===== src/design/ldstat_pkg.sv =====
// Shared types, constants and codes for the list statistics block.
`default_nettype none
package ldstat_pkg;

   localparam int MaxSamplesDefault   = 256;
   localparam int FractionBitsDefault = 16;
   localparam int QueueDepth          = 4;

   localparam logic signed [31:0] I32_MAX = 32'sh7FFF_FFFF;
   localparam logic signed [31:0] I32_MIN = 32'sh8000_0000;
   localparam logic signed [39:0] SUM_HI  = 40'sh7F_FFFF_FFFF;
   localparam logic signed [39:0] SUM_LO  = 40'sh80_0000_0000;
   localparam logic [47:0]        VAR_TOP = 48'hFFFF_FFFF_FFFF;
   localparam logic [63:0]        PROD_POS_SAT = 64'h7FFF_FFFF_FFFF_FFFF;
   localparam logic [63:0]        PROD_NEG_SAT = 64'h8000_0000_0000_0000;

   typedef enum logic [1:0] {
      STATUS_OK     = 2'd0,
      STATUS_EMPTY  = 2'd1,
      STATUS_SINGLE = 2'd2,
      STATUS_SAT    = 2'd3
   } status_type;

   typedef enum logic [1:0] {
      CMD_LOAD  = 2'd0,
      CMD_CLOSE = 2'd1,
      CMD_EMPTY = 2'd2
   } cmd_kind_type;

   typedef struct packed {
      logic signed [31:0] sample_value;
      logic               last_sample;
      logic               empty_list;
   } req_item_type;

   typedef struct packed {
      logic [8:0]         element_count;
      logic signed [31:0] minimum;
      logic signed [31:0] maximum;
      logic signed [39:0] total;
      logic signed [63:0] product;
      logic signed [31:0] mean_value;
      logic [31:0]        spread;
      logic signed [31:0] midpoint;
      logic [47:0]        sample_variance;
      logic [1:0]         status;
   } rsp_item_type;

   typedef struct packed {
      cmd_kind_type       kind;
      logic signed [31:0] value;
   } cmd_type;

endpackage
`default_nettype wire


===== src/design/ldstat_if.sv =====
// Valid/ready channel interfaces for sample items and result items.
`default_nettype none
interface ldstat_req_if import ldstat_pkg::*; ();
   logic         valid;
   logic         ready;
   req_item_type data;
   modport source (output valid, output data, input ready);
   modport sink   (input valid, input data, output ready);
endinterface

`default_nettype wire


===== src/design/ldstat_front.sv =====
// Front end: accept sample items, classify them and register the command.
`default_nettype none
module ldstat_front import ldstat_pkg::*; (
   input  wire logic   clock,
   input  wire logic   reset,
   ldstat_req_if.sink  req,
   output logic        cmd_valid,
   output cmd_type     cmd_data,
   input  wire logic   cmd_ready
);
   logic    stage_valid_ff;
   cmd_type stage_ff;
   cmd_type cmd_in;
   logic    take;

   assign req.ready = !stage_valid_ff || cmd_ready;
   assign take      = req.valid && req.ready;

   // empty marker wins over last marker
   always_comb begin
      cmd_in.value = req.data.sample_value;
      if (req.data.empty_list) begin
         cmd_in.kind = CMD_EMPTY;
      end else if (req.data.last_sample) begin
         cmd_in.kind = CMD_CLOSE;
      end else begin
         cmd_in.kind = CMD_LOAD;
      end
   end

   always_ff @(posedge clock) begin
      if (reset) begin
         stage_valid_ff <= 1'b0;
      end else if (take) begin
         stage_valid_ff <= 1'b1;
      end else if (cmd_ready) begin
         stage_valid_ff <= 1'b0;
      end
   end

   always_ff @(posedge clock) begin
      if (take) begin
         stage_ff <= cmd_in;
      end
   end

   assign cmd_valid = stage_valid_ff;
   assign cmd_data  = stage_ff;
endmodule
`default_nettype wire


===== src/flat_wrapper.sv =====
// flat-port wrapper written by rule: the top's interface ports become plain ports
module ldstat_front_flat import ldstat_pkg::*;
  (clock, reset, cmd_valid, cmd_data, cmd_ready, req_valid, req_data, req_ready);
  ldstat_req_if req_i ();
  input  wire logic clock;
  input  wire logic reset;
  output logic cmd_valid;
  output cmd_type cmd_data;
  input  wire logic cmd_ready;
  input wire logic [$bits(req_i.valid)-1:0] req_valid;
  input wire logic [$bits(req_i.data)-1:0] req_data;
  output wire logic [$bits(req_i.ready)-1:0] req_ready;
  assign req_i.valid = req_valid;
  assign req_i.data = req_data;
  assign req_ready = req_i.ready;
  ldstat_front u_core (.clock(clock), .reset(reset), .req(req_i), .cmd_valid(cmd_valid), .cmd_data(cmd_data), .cmd_ready(cmd_ready));
endmodule

===== config.mk =====
export PLATFORM = sky130hd
export DESIGN_NAME = ldstat_front_flat
export DESIGN_NICKNAME = d
export VERILOG_FILES = /design/src/design/ldstat_pkg.sv /design/src/design/ldstat_if.sv /design/src/design/ldstat_front.sv /design/src/flat_wrapper.sv
export SDC_FILE = /design/constraint.sdc
export NUM_CORES = 1
export LEC_CHECK = 0
export ABC_AREA = 1
export BUFFER_PORTS_ARGS = -buffer_cell sky130_fd_sc_hd__buf_4
export CORE_MARGIN = 2
export CORE_UTILIZATION = 36
export CTS_BUF_LIST = sky130_fd_sc_hd__clkbuf_16
export CTS_CLUSTER_DIAMETER = 200
export DETAILED_ROUTE_END_ITERATION = 10
export GPL_ROUTABILITY_DRIVEN = 0
export PLACE_DENSITY = 0.72
export SLEW_MARGIN = 20
export SYNTH_ARGS = -nofsm -noshare
export SYNTH_HDL_FRONTEND = slang
export SYNTH_SLANG_ARGS = --single-unit

===== constraint.sdc =====
create_clock -name clock -period 2.3 [get_ports clock]
set_input_delay 0.23 -clock clock [delete_from_list [all_inputs] [get_ports clock]]
set_output_delay 0.23 -clock clock [all_outputs]
set_load 0.01 [all_outputs]

### After elaboration in Yosys (flattened, before gate mapping)

Cells that the tools add are included.

* register bits after elaboration: 35
* input port bits: 38
* output and inout port bits: 36
* word-level logic and storage cells: 10

* mux-type cells: 3
* reduce and logical (&&, ||, !) cells: 4

Operators by type and width (count)
* $mux 1: 3
* $reduce_bool 2->1: 1
* $logic_and 1x1->1: 1
* $logic_not 1->1: 1
* $logic_or 1x1->1: 1

### Longest topological paths before layout

* word-level depth: 4
* depth in mapped cells: 3
* gate-level depth less buffers: 3

### Worst setup path before layout

OpenSTA, ideal clock, no wires.

* kind: flip-flop to flip-flop
* start point: reg u_core.stage_valid_ff, in the netlist u_core.cmd_valid
* end point: reg u_core.stage_ff (netlist bit u_core.cmd_data[0]) (enable)
* library setup time: 0.437 ns
* arrival time: 2.064 ns
* data required time: 1.863 ns
* path slack: -0.201 ns
* cell stages (with the launch flop): 2
* path buffers: 0
* clock period less this slack: 2.501 ns
* cells stage by stage: dfxtp_1 > a21oi_1

* longest elaborated chain between the ends: 3

Ends and longest elaborated chain
* start, declared: line ldstat_front.sv:11 `logic stage_valid_ff;`
* start signal, assigned: line ldstat_front.sv:33 `stage_valid_ff <= 1'b0;`
* start signal, assigned: line ldstat_front.sv:35 `stage_valid_ff <= 1'b1;`
* start signal, assigned: line ldstat_front.sv:37 `stage_valid_ff <= 1'b0;`
* $logic_not 1->1: line ldstat_front.sv:16 `assign req.ready = !stage_valid_ff || cmd_ready;`
* $logic_or 1x1->1: line ldstat_front.sv:16
* $logic_and 1x1->1: line ldstat_front.sv:17 `assign take = req.valid && req.ready;`
* named net u_core.take: line ldstat_front.sv:14 `logic take;`
* end signal, assigned: line ldstat_front.sv:43 `stage_ff <= cmd_in;`
* end, declared: line ldstat_front.sv:12 `cmd_type stage_ff;`

The timed path passes the listed nets, and every way through them passes these cells.
A chain may end at the register's enable or synchronous reset.

### Worst setup path after layout

* start point: reg u_core.stage_valid_ff, in the netlist u_core.cmd_valid
* end point: reg u_core.stage_ff (netlist bit u_core.cmd_data[22]) (enable)

The elaborated chain is that of the path after synthesis.

==> flow_summary.yaml <==
pwr:
  pwr-share-seq: 0.500
  pwr-share-comb: 0.095
  clock_power_share: 0.405
  intPower_uw: 1220
  max-vdd-ir-drop_v: 0.000680
  p_sw_uw: 289
  p_leak_uw: 0.000790
  swShare: 0.191
  p_per_area_mw_per_mm2: 831
status:
  violations: "design-rule violations"
  outcome: "finished with violations"
synthesis:
  yosysUniqueCellTypes: 8
  yosys_warnings: 0
  yosys_register_bits: 35
  synthesis.nets: 80
  syn_area_sq_mm: 0.00108
  yosysTopAreaCellShare: 0.949
  yosysSeqAreaShare: 0.967
  synth.largest_area_cell: "edfxtp_1"
  avgSynthCellArea_sq_um: 25.6
  syn_inst: 42
  synth.area.top_cells: "edfxtp_1, dfxtp_1, a21oi_2"
placement:
  dp_hpwl_um: 1520
  pre_cts_ws_ns: 0.784
  placedCellCount: 147
  port_buffers: 73
critical_path:
  reg2reg_depth: 2
  worstPathRequired_ns: 2.26
  cp.arrival_ns: 1.47
  crit_type: "flop to flop"
  worst-path-max-fanout: 18
  rrSetupSlack_ns: 0.79
  r2r-end: "u_core.cmd_data[22]"
  cp-end-kind: "flop"
  cp-start-kind: "flop"
  worstReg2RegStart: "u_core.cmd_valid"
die:
  ios: 74
  floorplan.initialDensity: 0.384
  dieArea_sq_mm: 0.00344
  die_y_um: 58.7
  core_sq_mm: 0.00281
  die_w_um: 58.7
  row_count: 19
routing:
  drt_iter0_drc: 15
  wl_per_cell_um: 13.0
  routed_via_density: 4.29
  first_pass_iters: 7
  drc: 5
  vias: 665
  drt.antenna.violating_nets: 0
  wl_um: 2020
clocking:
  clock_sinks: 35
  worstSkewPairLatency_ns: 0.27
  clk_path_buf_depth: 2
  cts.repair_timing.setup_buffer_count: 0
  cts_hold_buf: 0
  clockRootBuffer: "clkbuf_16"
  cts_tree: "built"
  numCtsBuffers: 5
  clk_pin_slew_worst_paths_ns: 0.05
  cts_resized: 0
  htreeDepth: 2
sta:
  min_period_over_period: 0.656
  rsz0062_at_grt: "false"
  fin_tns_setup_ns: 0
  max-slew-margin-rel: 0.640
  finalClockSkew_ns: 0.00300
  setup_ws_ns: 0.792
  max_freq_ghz: 0.663
  finalMaxSlewViolations: 0
  finalSetupViolations: 0
  fin_crit_ns: 1.51
  tightest_slew_ns: 0.539
  hold_violations: 0
final_layout:
  final_util: 0.649
  final_cells: 155
  n_antenna_cell: 0
  drive_gt1_frac: 0.694
  num-nets-final: 161
  fill_cells: 202
  area_delta_synth_final_pct: 69.3
worst_hold_path:
  holdCritStartpoint: "reset"
  min_to: "u_core.cmd_valid"
  hold_class: "input pin to flop"
  hold_path_depth: 2
grt:
  globalRouteOverflowTotal: 0
  grt_max_degree: 19
  track_usage: 0.130
  first_global_vias: 697
  grt_pass1_wl_um: 3070
  antenna_found_initial: 0
run:
  cap_viol_max_count: 0
-- placed cells by master, fill, tap and decap left out, drive strengths merged --
master	instances
buf	74
edfxtp	34
clkbuf	5
clkinv	3
inv	3
a21oi	2
nor2	1
nand2	1
dfxtp	1
-- power by group through the flow --
stage | Clock [uW] | Combinational [uW] | Sequential [uW]
floorplan | 0 | 15.7 | 789
global placement | 0 | 143 | 768
detailed placement | 0 | 145 | 769
CTS | 632 | 145 | 757
global route | 657 | 154 | 760
finish | 613 | 143 | 757
-- layer usage --
| layer | wire length [um] | share of wire | track usage | vias up |
|---|---|---|---|---|
| li1 | - | - | - | 322 |
| met1 | 715 | 0.35 | 0.139 | 289 |
| met2 | 911 | 0.45 | 0.181 | 52 |
| met3 | 378 | 0.19 | 0.114 | 2 |
| met4 | 11 | 0.0055 | 0.0584 | 0 |
| met5 | 0 | 0 | 0 | - |
-- worst max-delay path, stage by stage (launching register included) --
cell	delay, ns
dfxtp_1	0.35
a21oi_4	0.48
buf_4	0.35
-- layout make-up --
cell class | count | area [sq um] | share of cell area
sequential | 35 | 1040 | 0.571
timing repair buffer | 74 | 556 | 0.305
clock buffer | 5 | 125 | 0.0687
tap | 31 | 38.8 | 0.0213
multi-input combinational | 4 | 35.0 | 0.0192
clock inverter | 3 | 15.0 | 0.00824
inverter | 3 | 11.3 | 0.00618
-- through the flow --
stage / area, sq um / power [uW] / hold slack (ns)
floorplan: 1080 / 805 / 0.292
CTS: 1820 / 1530 / 0.101
finish: 1820 / 1510 / 0.109
global placement: 1680 / 911 / 0.387
detailed placement: 1680 / 914 / 0.389
global route: 1820 / 1570 / 0.103
-- Yosys cell counts --
library cell / n
a21oi_1: 1
inv_1: 2
a21oi_2: 1
inv_2: 1
edfxtp_1: 34
dfxtp_1: 1
nor2_1: 1
nand2_2: 1
-- kinds of logic (layout without fill, tap and decap cells) --
kind of cell,Yosys count,in the layout,synth area share
DFF,35,35,0.967
buffers and inverters,3,85,0.0105
AOI/OAI and AO/OA,2,2,0.0128
and+or+nand+nor,2,2,0.00930
-- flip-flops by register name (all words and copies together) (netlist names) --
register / cells
u_core.cmd_data: 34
u_core.cmd_valid: 1
-- worst max-delay path by stage --
stage / startpoint / endpoint / slack [ns]
final: u_core.cmd_valid / u_core.cmd_data[22] / 0.79
after global routing: u_core.cmd_valid / u_core.cmd_data[22] / 0.66
after CTS: u_core.cmd_valid / u_core.cmd_data[22] / 0.77
after detailed placement: u_core.cmd_valid / u_core.cmd_data[24] / 0.78
after global placement: req_valid / u_core.cmd_data[6] / 0.84
after floorplan: u_core.cmd_valid / u_core.cmd_data[0] / 0.55
No activity file was read; power rests on OpenSTA's default activity.
