## src/design/ldstat_pkg.sv

```systemverilog
// Shared types, constants and codes for the list statistics block.
`default_nettype none
package ldstat_pkg;

   localparam int MaxSamplesDefault   = 256;
   localparam int FractionBitsDefault = 16;
   localparam int QueueDepth          = 4;

   localparam logic signed [31:0] I32_MAX = 32'sh7FFF_FFFF;
   localparam logic signed [31:0] I32_MIN = 32'sh8000_0000;
   localparam logic signed [39:0] SUM_HI  = 40'sh7F_FFFF_FFFF;
   localparam logic signed [39:0] SUM_LO  = 40'sh80_0000_0000;
   localparam logic [47:0]        VAR_TOP = 48'hFFFF_FFFF_FFFF;
   localparam logic [63:0]        PROD_POS_SAT = 64'h7FFF_FFFF_FFFF_FFFF;
   localparam logic [63:0]        PROD_NEG_SAT = 64'h8000_0000_0000_0000;

   typedef enum logic [1:0] {
      STATUS_OK     = 2'd0,
      STATUS_EMPTY  = 2'd1,
      STATUS_SINGLE = 2'd2,
      STATUS_SAT    = 2'd3
   } status_type;

   typedef enum logic [1:0] {
      CMD_LOAD  = 2'd0,
      CMD_CLOSE = 2'd1,
      CMD_EMPTY = 2'd2
   } cmd_kind_type;

   typedef struct packed {
      logic signed [31:0] sample_value;
      logic               last_sample;
      logic               empty_list;
   } req_item_type;

   typedef struct packed {
      logic [8:0]         element_count;
      logic signed [31:0] minimum;
      logic signed [31:0] maximum;
      logic signed [39:0] total;
      logic signed [63:0] product;
      logic signed [31:0] mean_value;
      logic [31:0]        spread;
      logic signed [31:0] midpoint;
      logic [47:0]        sample_variance;
      logic [1:0]         status;
   } rsp_item_type;

   typedef struct packed {
      cmd_kind_type       kind;
      logic signed [31:0] value;
   } cmd_type;

endpackage
`default_nettype wire

```

## src/design/ldstat_queue.sv

```systemverilog
// Short command queue between front end and back end.
`default_nettype none
module ldstat_queue import ldstat_pkg::*; (
   input  wire logic    clock,
   input  wire logic    reset,
   input  wire logic    in_valid,
   input  wire cmd_type in_data,
   output logic         in_ready,
   output logic         out_valid,
   output cmd_type      out_data,
   input  wire logic    out_ready
);
   localparam int PW = $clog2(QueueDepth);
   localparam int CW = $clog2(QueueDepth + 1);

   cmd_type         slot_ff [QueueDepth];
   logic [PW-1:0]   wr_ptr_ff;
   logic [PW-1:0]   rd_ptr_ff;
   logic [CW-1:0]   fill_ff;
   logic            push;
   logic            pop;

   assign in_ready  = (fill_ff != CW'(QueueDepth));
   assign out_valid = (fill_ff != '0);
   assign out_data  = slot_ff[rd_ptr_ff];
   assign push      = in_valid && in_ready;
   assign pop       = out_valid && out_ready;

   always_ff @(posedge clock) begin
      if (reset) begin
         wr_ptr_ff <= '0;
         rd_ptr_ff <= '0;
         fill_ff   <= '0;
      end else begin
         if (push) begin
            wr_ptr_ff <= wr_ptr_ff + 1'b1;
         end
         if (pop) begin
            rd_ptr_ff <= rd_ptr_ff + 1'b1;
         end
         if (push && !pop) begin
            fill_ff <= fill_ff + 1'b1;
         end else if (pop && !push) begin
            fill_ff <= fill_ff - 1'b1;
         end
      end
   end

   always_ff @(posedge clock) begin
      if (push) begin
         slot_ff[wr_ptr_ff] <= in_data;
      end
   end
endmodule
`default_nettype wire

```

## config.mk

```make
export PLATFORM = sky130hd
export DESIGN_NAME = ldstat_queue
export DESIGN_NICKNAME = d
export VERILOG_FILES = /design/src/design/ldstat_pkg.sv /design/src/design/ldstat_queue.sv
export SDC_FILE = /design/constraint.sdc
export NUM_CORES = 1
export LEC_CHECK = 0
export CAP_MARGIN = 20
export CORE_MARGIN = 2
export CORE_UTILIZATION = 45
export CTS_BUF_LIST = sky130_fd_sc_hd__clkbuf_4
export DETAILED_ROUTE_END_ITERATION = 7
export DONT_BUFFER_PORTS = 1
export GPL_TIMING_DRIVEN = 1
export SYNTH_ARGS = -nofsm -noshare
export SYNTH_HDL_FRONTEND = slang
export SYNTH_SLANG_ARGS = --single-unit
```

## constraint.sdc

```tcl
create_clock -name clock -period 2.83 [get_ports clock]
set_input_delay 0.283 -clock clock [delete_from_list [all_inputs] [get_ports clock]]
set_output_delay 0.283 -clock clock [all_outputs]
set_load 0.01 [all_outputs]
```

* After elaboration in Yosys (flattened, before gate mapping)
Memories as Yosys holds them, arrays and structs flattened. A register that Yosys moved wholly into a read port is not among the register bits. Cells that the tools add are included.
Storage, ports and cells: flip-flop bits (word level) 7, RAM bits 136, input port bits 38, output and inout bits 36, memories kept 1
Memory list:
- slot_ff | depth 4, width 34, rd ports 1, clocked after memory_dff 1, wr ports 1, RTL line ldstat_queue.sv:16 | cmd_type slot_ff [QueueDepth];
Cells by class: add/sub/neg operators 4, equality and inequality tests 1, mux-type cells 6, reductions and logical operators 8
Operator list (count):
- 3-bit two-way mux | 2
- 2-bit by 1-bit adder with 2-bit output (second input constant) | 2
- 1-bit logical AND | 4
- 2-bit two-way mux | 2
- 3-bit by 1-bit adder with 3-bit output (second input constant) | 1
- 3-bit != test (second input constant) | 1
- 3-bit nonzero test | 1
- 3-bit by 1-bit subtractor with 3-bit output (second input constant) | 1
- 1-bit zero test | 2
- 1-bit two-way mux | 2
- 2-bit nonzero test | 1

* Depth between registers and ports, before layout
word-level depth 6, gate-level depth with buffers 8

* Least setup slack after synthesis
Ideal clock, no wire load.
path type reg2reg, start register fill_ff[0], end memory slot_ff[0][0] (netlist bit), enable pin, library setup time 394 ps, arrival 1637 ps, required time 2436 ps, path slack 798 ps, cell stages (with the launch flop) 4, buffers on the path 0, clock period less this slack 2032 ps, cells stage by stage dfxtp_1 nor2_1 a21boi_2 and2_1
Between the ends: word-level cells in the longest chain between the ends 4
Ends and longest elaborated chain:
- start, declared | RTL line ldstat_queue.sv:19 | logic [CW-1:0] fill_ff;
- start signal, assigned | RTL line ldstat_queue.sv:42 | fill_ff <= fill_ff + 1'b1;
- start signal, assigned | RTL line ldstat_queue.sv:44 | fill_ff <= fill_ff - 1'b1;
- 3-bit != test | RTL line ldstat_queue.sv:23 | assign in_ready = (fill_ff != CW'(QueueDepth));
- 1-bit logical AND | RTL line ldstat_queue.sv:26 | assign push = in_valid && in_ready;
- via push | RTL line ldstat_queue.sv:20 | logic push;
- 1-bit two-way mux | RTL line ldstat_queue.sv:50 | if (push) begin
- 1-bit two-way mux (not written as such) | RTL line ldstat_queue.sv:51 | slot_ff[wr_ptr_ff] <= in_data;
- end, declared | RTL line ldstat_queue.sv:16
The timed path passes the listed nets, and every way through them passes these cells.

==> flow_results.xml <==
<?xml version="1.0" encoding="UTF-8"?>
<metrics>
  <group name="cts">
    <metric name="cts_made_buffers" unit="">17</metric>
    <metric name="clk_pin_slew_worst_paths" unit="ns">0.12</metric>
    <metric name="h-tree-depth" unit="">4</metric>
    <metric name="cts_tree" unit="">yes</metric>
    <metric name="clkSinkCount" unit="">145</metric>
    <metric name="clock_tree.buffer_depth" unit="">2</metric>
    <metric name="cts_repair_resized_insts" unit="">0</metric>
    <metric name="clock_tree.root_cell" unit="">clkbuf_4</metric>
    <metric name="clk-insertion-delay-late" unit="ns">0.54</metric>
  </group>
  <group name="route">
    <metric name="routed_wirelength" unit="mm">8.48</metric>
    <metric name="dr.pass1.iters" unit="">4</metric>
    <metric name="detail-route-antenna-nets" unit="">0</metric>
    <metric name="vias" unit="">2286</metric>
    <metric name="route.detailed.drc" unit="">0</metric>
    <metric name="drt_first_iter_violations" unit="">150</metric>
    <metric name="via_per_inst" unit="">5.27</metric>
    <metric name="route.detailed.wl_per_inst" unit="µm">19.5</metric>
  </group>
  <group name="placed_design">
    <metric name="routabilityCongestion" unit="">0.731</metric>
    <metric name="hpwl" unit="mm">4.91</metric>
    <metric name="portBuffers" unit="">0</metric>
  </group>
  <group name="status">
    <metric name="run_status" unit="">finished, final reports clean</metric>
  </group>
  <group name="logic_synthesis">
    <metric name="yosys.area_share.simple" unit="%">1.55</metric>
    <metric name="synth.yosys.warnings" unit="">0</metric>
    <metric name="synth_area_per_cell" unit="µm²">24.0</metric>
    <metric name="synth_compound_gate_area_share" unit="%">0.693</metric>
    <metric name="post_synth_fa_ha_maj_area_fraction" unit="%">1.52</metric>
    <metric name="syn_area" unit="µm²">5420</metric>
    <metric name="post_synthesis_mux_area_share" unit="%">15.0</metric>
    <metric name="synth.ff_latch_count" unit="">145</metric>
    <metric name="synth_xor_xnor_area_share" unit="%">0.646</metric>
    <metric name="netlist-cell-type-count" unit="">24</metric>
    <metric name="synth_fp_nets" unit="">270</metric>
    <metric name="netlist_instances" unit="">226</metric>
    <metric name="synth_top_family_by_area" unit="">multiplexers</metric>
    <metric name="sequential_area_share_after_synthesis" unit="%">78.7</metric>
  </group>
  <group name="pwr">
    <metric name="pwr_density_cell" unit="nW/µm²">796</metric>
    <metric name="fin_total_pwr" unit="mW">4.94</metric>
    <metric name="static-leakage-power" unit="nW">1.97</metric>
    <metric name="ir_drop" unit="mV">0.433</metric>
  </group>
  <group name="critical_path">
    <metric name="timing.reg2reg.setup_slack" unit="ns">0.59</metric>
    <metric name="regToRegStartpoint" unit="">fill_ff[0]$_SDFFE_PP0P_</metric>
    <metric name="cp_slowest_cell" unit="">dfxtp_2</metric>
    <metric name="r2r_end" unit="">fill_ff[2]$_SDFFE_PP0P_</metric>
    <metric name="timing_worst_setup_path_type" unit="">flip-flop to output pin</metric>
    <metric name="crit_path_cell_trace" unit="">buf_12 &gt; mux4_1</metric>
    <metric name="critPathCaptureType" unit="">output pin</metric>
    <metric name="timing.reg2reg.worst_path_depth" unit="">8</metric>
    <metric name="worstPathRequired" unit="ns">2.55</metric>
    <metric name="timing.critical_path.fanout_max" unit="">22</metric>
    <metric name="max_stage_delay" unit="ns">0.67</metric>
    <metric name="timing.critical_path.from_type" unit="">flip-flop</metric>
    <metric name="arrival" unit="ns">2.17</metric>
  </group>
  <group name="floorplan">
    <metric name="floorplan.rows" unit="">40</metric>
    <metric name="design.die.area" unit="µm²">12900</metric>
    <metric name="top_level_ports" unit="">74</metric>
    <metric name="width_of_the_die" unit="µm">114</metric>
    <metric name="effective_utilization_at_floorplan" unit="%">45.7</metric>
    <metric name="die-height" unit="µm">114</metric>
    <metric name="total_core_area" unit="µm²">11900</metric>
  </group>
  <group name="sta">
    <metric name="grt_setup_unrepaired" unit="">no</metric>
    <metric name="finalSetupTns" unit="ns">0</metric>
    <metric name="final.setup_skew" unit="ns">0.0152</metric>
    <metric name="period_minus_slack" unit="ns">2.46</metric>
    <metric name="final_number_of_setup_violating_endpoints" unit="">0</metric>
    <metric name="achievable-frequency" unit="MHz">407</metric>
    <metric name="fin_crit_sh" unit="%">86.8</metric>
    <metric name="timing_max_transition_violations_final" unit="">0</metric>
    <metric name="hold_slack" unit="ns">0.0817</metric>
    <metric name="worst_pin_slew" unit="ns">0.531</metric>
    <metric name="worst_slew_margin_rel" unit="%">64.6</metric>
    <metric name="final_hold_viol_count" unit="">0</metric>
  </group>
  <group name="final_layout">
    <metric name="num_antenna_cells" unit="">0</metric>
    <metric name="layout.core_utilization" unit="%">52.3</metric>
    <metric name="areaGrowthSynthToFinish" unit="%">14.5</metric>
    <metric name="most_frequent_cells_in_the_layout" unit="">edfxtp_1 (136), dlygate4sd3_1 (36), mux4_2 (30)</metric>
    <metric name="multi_input_comb_area" unit="µm²">1060</metric>
    <metric name="layout.filler_cells" unit="">953</metric>
    <metric name="nNetsFinal" unit="">322</metric>
    <metric name="commonest_non_fill_non_tap_cell_in_the_layout" unit="">edfxtp_1</metric>
    <metric name="ff_latch_area" unit="µm²">4270</metric>
    <metric name="drive_gt1_share" unit="%">24.7</metric>
  </group>
  <group name="global_routing">
    <metric name="gr_ovfl_total" unit="">0</metric>
    <metric name="grt_max_degree" unit="">35</metric>
    <metric name="antenna_found_initial" unit="">0</metric>
    <metric name="gr-usage-all-layers" unit="%">14.6</metric>
    <metric name="grt_pass1_vias" unit="">2437</metric>
    <metric name="grt_first_pass_wirelength" unit="mm">13.3</metric>
  </group>
  <group name="hold_path">
    <metric name="min_from" unit="">in_valid</metric>
    <metric name="hold_depth" unit="">2</metric>
    <metric name="worstHoldPathType" unit="">primary input to flip-flop</metric>
    <metric name="hold_end" unit="">wr_ptr_ff[1]$_SDFFE_PP0P_</metric>
  </group>
  <group name="flow_run">
    <metric name="maxCapViolCount" unit="">0</metric>
  </group>
</metrics>
state kept, by name, indices dropped and copies added, names as in the netlist, named ones only:
name       flops
wr_ptr_ff      2
slot_ff      136
fill_ff        3
rd_ptr_ff      2
cells in the mapped netlist:
master,instances,share of area [%]
a21boi_2,1,0.21
a21oi_1,1,0.092
and2_1,4,0.46
buf_12,3,1.1
buf_2,3,0.28
buf_6,1,0.21
clkbuf_1,2,0.14
dfxtp_1,9,3.3
edfxtp_1,136,75
fa_1,1,0.37
ha_1,5,1.2
inv_1,3,0.21
mux2_2,1,0.21
mux2i_1,2,0.37
mux4_1,4,1.9
mux4_2,30,12
nand2_1,1,0.069
nand2b_1,2,0.23
nor2_1,8,0.55
o21ai_0,1,0.092
o311ai_0,1,0.16
o31ai_1,1,0.14
or3_1,2,0.23
xor2_1,4,0.65
kinds of logic (layout without fill, tap and decap cells):
group                      count (synthesis)  after routing
and+or+nand+nor                           17             17
adders and majority gates                  6              6
buffers and inverters                     12             73
AOI/OAI and AO/OA                          5              5
xor gates and xnor gates                   4              4
muxes                                     37             37
DFF                                      145            145
worst max-delay path, delay by kind of cell (launching register included):
kind,cells,cell delay [ns]
flip-flops,1,0.67
multiplexers,1,0.66
buffers and inverters,1,0.28
routing by layer:
layer  up-vias  wire, µm  global-route usage (%)
li1       1046         -                       -
met5         -         0                       0
met2        56      4180                    22.9
met1      1168      3510                    17.1
met3        16       633                    7.33
met4         0       161                    6.10
through the flow:
step / instance area, µm² / cells / worst slack (ns)
floorplan: 5420 / 226 / 0.798
global placement: 5630 / 370 / 0.718
detailed placement: 5630 / 370 / 0.636
CTS: 6200 / 434 / 0.273
global route: 6200 / 434 / 0.183
finish: 6200 / 434 / 0.373
worst max-delay path by stage:
stage,start,endpoint,slack (ns),cells past startpoint
CTS,flip-flop,out_data[30],0.27,2
finish,flip-flop,out_data[29],0.37,2
floorplan,fill_ff[0]$_SDFFE_PP0P_,slot_ff[0][0]$_DFFE_PP_,0.80,3
detailed placement,fill_ff[0]$_SDFFE_PP0P_,fill_ff[2]$_SDFFE_PP0P_,0.64,8
global placement,fill_ff[0]$_SDFFE_PP0P_,fill_ff[2]$_SDFFE_PP0P_,0.72,8
global route,flip-flop,out_data[29],0.18,2
repair_timing:
action                     4_1_cts  5_1_grt
setup endpoints to repair        0        0
hold buffers                    36        0
hold endpoints to repair       145        0
setup buffers                    0        0
cell type report:
class	count	area share [%]
clock inverters	8	1.11
inverters	3	0.181
repair buffers	42	7.54
well taps	147	2.96
multi-input cells	69	17.0
clock buffers	20	2.42
flip-flops and latches	145	68.8
where the power goes:
group          total (mW)  internal [mW]  switching (mW)  leakage [nW]
Combinational        1.12          0.531           0.588         0.527
Clock                1.09          0.435           0.658         0.124
Sequential           2.73           2.60           0.124          1.32
Total                4.94           3.57            1.37          1.97
No activity file was read; power rests on OpenSTA's default activity.
